==> config.mk <==
export PLATFORM = sky130hd
export DESIGN_NAME = lkr_ctrl
export DESIGN_NICKNAME = d
export VERILOG_FILES = /design/src/rtl/lkr_pkg.sv /design/src/rtl/lkr_ctrl.sv
export SDC_FILE = /design/constraint.sdc
export NUM_CORES = 1
export LEC_CHECK = 0
export BUFFER_PORTS_ARGS = -buffer_cell sky130_fd_sc_hd__clkbuf_2
export CORE_AREA = 2 2 39 41
export CTS_CLUSTER_DIAMETER = 40
export DETAILED_ROUTE_END_ITERATION = 12
export DIE_AREA = 0 0 41 43
export PLACE_DENSITY = 0.3
export SLEW_MARGIN = 20
export SYNTH_ARGS = -nofsm -noshare
export SYNTH_HDL_FRONTEND = slang
export SYNTH_SLANG_ARGS = --single-unit
==> constraint.sdc <==
create_clock -name clk_i -period 1.6 [get_ports clk_i]
set_input_delay 0.08 -clock clk_i [delete_from_list [all_inputs] [get_ports clk_i]]
set_output_delay 0.08 -clock clk_i [all_outputs]
set_load 0.1 [all_outputs]
==> src/rtl/lkr_pkg.sv <==
// Shared types, constants and handshake structs for the LRU-K frame replacer.
package lkr_pkg;

  localparam int unsigned FRAME_CNT      = 64;
  localparam int unsigned MAX_K_DEF      = 8;
  localparam int unsigned STAMP_BITS_DEF = 32;

  localparam int unsigned FRAME_W  = $clog2(FRAME_CNT);
  localparam int unsigned EVC_W    = $clog2(FRAME_CNT + 1);
  localparam int unsigned HDEPTH_W = 4;
  localparam int unsigned PADDR_W  = 3;
  localparam int unsigned PDATA_W  = 32;

  localparam logic [HDEPTH_W-1:0] HDEPTH_RST = 4'd2;

  typedef enum logic [1:0] {
    MODE_RECORD = 2'd0,
    MODE_SET_EV = 2'd1,
    MODE_REMOVE = 2'd2,
    MODE_EVICT  = 2'd3
  } mode_e;

  typedef struct packed {
    mode_e              mode;
    logic [FRAME_W-1:0] frame;
    logic               evictable_flag;
  } in_t;

  typedef struct packed {
    logic               victim_found;
    logic [FRAME_W-1:0] victim_frame;
    logic [EVC_W-1:0]   evictable_count;
  } out_t;

  typedef enum logic [2:0] {
    ST_IDLE,
    ST_READ,
    ST_APPLY,
    ST_SCAN,
    ST_RESULT
  } state_e;

  typedef struct packed {
    logic load;
    logic apply;
    logic scan;
    logic finish;
  } cmd_t;

  typedef struct packed {
    logic scan_done;
    logic out_free;
  } sts_t;

endpackage

==> src/rtl/lkr_ctrl.sv <==
// Command sequencer: accept, metadata read, apply, victim scan and result.
module lkr_ctrl import lkr_pkg::*; (
  input  logic  clk_i,
  input  logic  rst_ni,
  input  logic  in_valid_i,
  input  mode_e in_mode_i,
  output logic  in_ready_o,
  input  sts_t  sts_i,
  output cmd_t  cmd_o
);

  state_e state_q, state_d;

  always_ff @(posedge clk_i or negedge rst_ni) begin
    if (!rst_ni) begin
      state_q <= ST_IDLE;
    end else begin
      state_q <= state_d;
    end
  end

  always_comb begin
    state_d = state_q;
    case (state_q)
      ST_IDLE: begin
        if (in_valid_i) begin
          state_d = (in_mode_i == MODE_EVICT) ? ST_SCAN : ST_READ;
        end
      end
      ST_READ:  state_d = ST_APPLY;
      ST_APPLY: state_d = ST_RESULT;
      ST_SCAN: begin
        if (sts_i.scan_done) begin
          state_d = ST_RESULT;
        end
      end
      ST_RESULT: begin
        if (sts_i.out_free) begin
          state_d = ST_IDLE;
        end
      end
      default: state_d = ST_IDLE;
    endcase
  end

  always_comb begin
    in_ready_o   = 1'b0;
    cmd_o        = '0;
    case (state_q)
      ST_IDLE: begin
        in_ready_o = 1'b1;
        cmd_o.load = in_valid_i;
      end
      ST_APPLY:  cmd_o.apply  = 1'b1;
      ST_SCAN:   cmd_o.scan   = 1'b1;
      ST_RESULT: cmd_o.finish = sts_i.out_free;
      default: begin
        in_ready_o = 1'b0;
      end
    endcase
  end

endmodule

==> run metrics <==
status=complete, no violations; slew margin rel.=0.816; via count=between 150 and 200; Synth Cell Area=between 150 and 200 µm²; Resized cells post-CTS=0; Post-DP HPWL=between 300 and 400 µm; Num CTS Buffers=3; Biggest register=state_q; CP Launch Type=register; critical path peak fanout=6; ANT nets after route=0; largest net degree at the start of global routing=7; initial antenna violation count=0; Top delay family on crit path=flip-flops; syn_nets=24; Synth area leaders=dfrtp_1 (44%), nor2b_1 (7.4%), a32o_2 (6.6%), nor3_2 (5.9%), a22o_1 (5.1%); Final Hold Viols=0; routed len/inst=about 10 µm; CTS tree=done; Die W=41 µm; ys flop type=dfrtp_1; Synth top cells by count=dfrtp_1 (3), inv_1 (2), nor2b_1 (2); Max Freq=741 MHz; Starting DRT DRC Count=0; CTS H-tree lvls=1; global-route wire length before repair=828 µm; Fillers=about 150; Clock Latency Late Sink=roughly 0.23 ns; Worst Path Buf+Inv=1; Final TNS setup=0 ns; WP data arrival=about 1.3 ns; port buffer count=11; final WL=493 µm; Post-DP Area=between 300 and 400 µm²; minimum clock period=between 1 and 1.5 ns; Syn. warnings=0; Core ar.=between 1000 and 1500 µm²; first-pass iteration count of the detailed router=1; DRC violations left=0; Period Utilization, post-route=0.843; Synth Area per Inst=10.0 µm²; Netlist cell types=13; Tightest Hold Check Type=in2reg; clock-pin slew on the worst setup and hold paths=about 0.040 ns; most common cell in the netlist=dfrtp_1; vias in the first global route=around 210; Top Registers=state_q: 3 flops; Max Slew Vio Count=0; # IOs=12; # rows=14; Async S/R FF share, synth=1.00; n_diodes=0; setup violators final=0; FF+latch count, synth=3; Critical Path Slowest Stage Cell=dfrtp_1; worst endpoint required time=about 1.5 ns; Largest register FFs=3; grt ovf=0; Final GP Congestion=0.629; sequential cell area=75.1 µm²; worst slew pin tran=about 0.28 ns; Layout Nets=between 40 and 50; crit path kind=reg2out; max incr delay on CP=roughly 0.45 ns; Vias/cell=around 3.8; Sink Count=3; Yosys top cell area share=0.441; total track usage=0.0773; unrepaired setup endpoints after global routing=no; die area=about 1800 µm²; Syn Inst Count=17; worst clock skew=around 0.0028 ns; share of layout cells above drive strength 1=0.545; CTS root buf=clkbuf_4; CP Capture Type=output port; sequential share of the synthesized area=0.441; crit path cell chain=nor3_4 -> and2_2 -> buf_12; EDFF count, synth=0; multi-input logic area=97.6 µm²; die height=between 40 and 50 µm; Initial Util=0.123; post-CTS setup buffers=0; Area Growth Syn to Fin=101%; clk buf depth=2; Synth area leader=dfrtp_1; Max-Cap Viols=0; post-route cell area=roughly 340 µm²
[final timing paths]
path / depth (start not counted) / startpoint / to / slack, ns
worst max-delay path: 3 / state_q[0]$_DFFE_PN0P_ / cmd_o[3] / 0.25
worst max register to register: 2 / state_q[2]$_DFFE_PN0P_ / state_q[0]$_DFFE_PN0P_ / 0.63
worst min-delay path: 2 / in_valid_i / state_q[0]$_DFFE_PN0P_ / 0.12
worst min register to register: 1 / state_q[2]$_DFFE_PN0P_ / state_q[1]$_DFFE_PN0P_ / 0.58
max in group asynchronous: 2 / rst_ni / state_q[1]$_DFFE_PN0P_ / 1.32
min in group asynchronous: 2 / rst_ni / state_q[2]$_DFFE_PN0P_ / 0.17
[metal layers]
| layer | part of all wire | vias up | wire (µm) | global-route usage |
|---|---|---|---|---|
| li1 | - | 94 | - | - |
| met5 | 0 | - | 0 | 0 |
| met1 | 0.44 | 81 | 218 | 0.0868 |
| met3 | 0.095 | 0 | 47 | 0.0209 |
| met2 | 0.46 | 11 | 227 | 0.0875 |
| met4 | 0 | 0 | 0 | 0.120 |
[per-stage QoR]
| step | hold slack (ns) | cells | setup WS, ns | util |
|---|---|---|---|---|
| floorplan | -0.216 | 17 | -0.369 | - |
| global placement | -0.123 | 44 | 0.474 | 0.221 |
| detailed placement | -0.123 | 44 | 0.486 | 0.221 |
| CTS | 0.109 | 49 | 0.226 | 0.247 |
| global route | 0.133 | 49 | 0.172 | 0.247 |
| finish | 0.116 | 49 | 0.250 | 0.247 |
[worst register-to-register path, cell delays in order (launching register included)]
cell and delay [ns]:
dfrtp_1 0.46, and3b_1 0.22, a22o_1 0.18
[cell families (layout without fill, tap and decap cells)]
group	count (synthesis)	count (layout)	share of synthesized area
flops	3	3	0.441
buf+inv	2	18	0.0441
compound gates	4	4	0.199
simple gates	8	8	0.316
[layout make-up]
cell class                      instances  area share
Sequential cell                         3       0.220
Inverter                                2      0.0220
Timing Repair Buffer                   12       0.337
Tap cell                               16      0.0586
Multi-Input combinational cell         12       0.286
Clock buffer                            4      0.0769
[cell usage in the layout (no fill, tap or decap), drive strengths merged]
cell type	n
nor3	1
clkbuf	10
and3	1
nor2b	2
a22o	1
a32o	1
nand2b	1
nor2	1
a211oi	1
and3b	1
dfrtp	3
and2	1
inv	2
dlygate4sd3	1
a31oi	1
buf	5
[repair_timing]
action,4_1_cts,5_1_grt
endpoints found under the setup margin,0,0
hold buffers,1,0
endpoints found under the hold margin,3,0
Power is left out: the tool's default activity adds up to more than one toggle a clock period on the data nets, which glitch-free logic cannot reach.
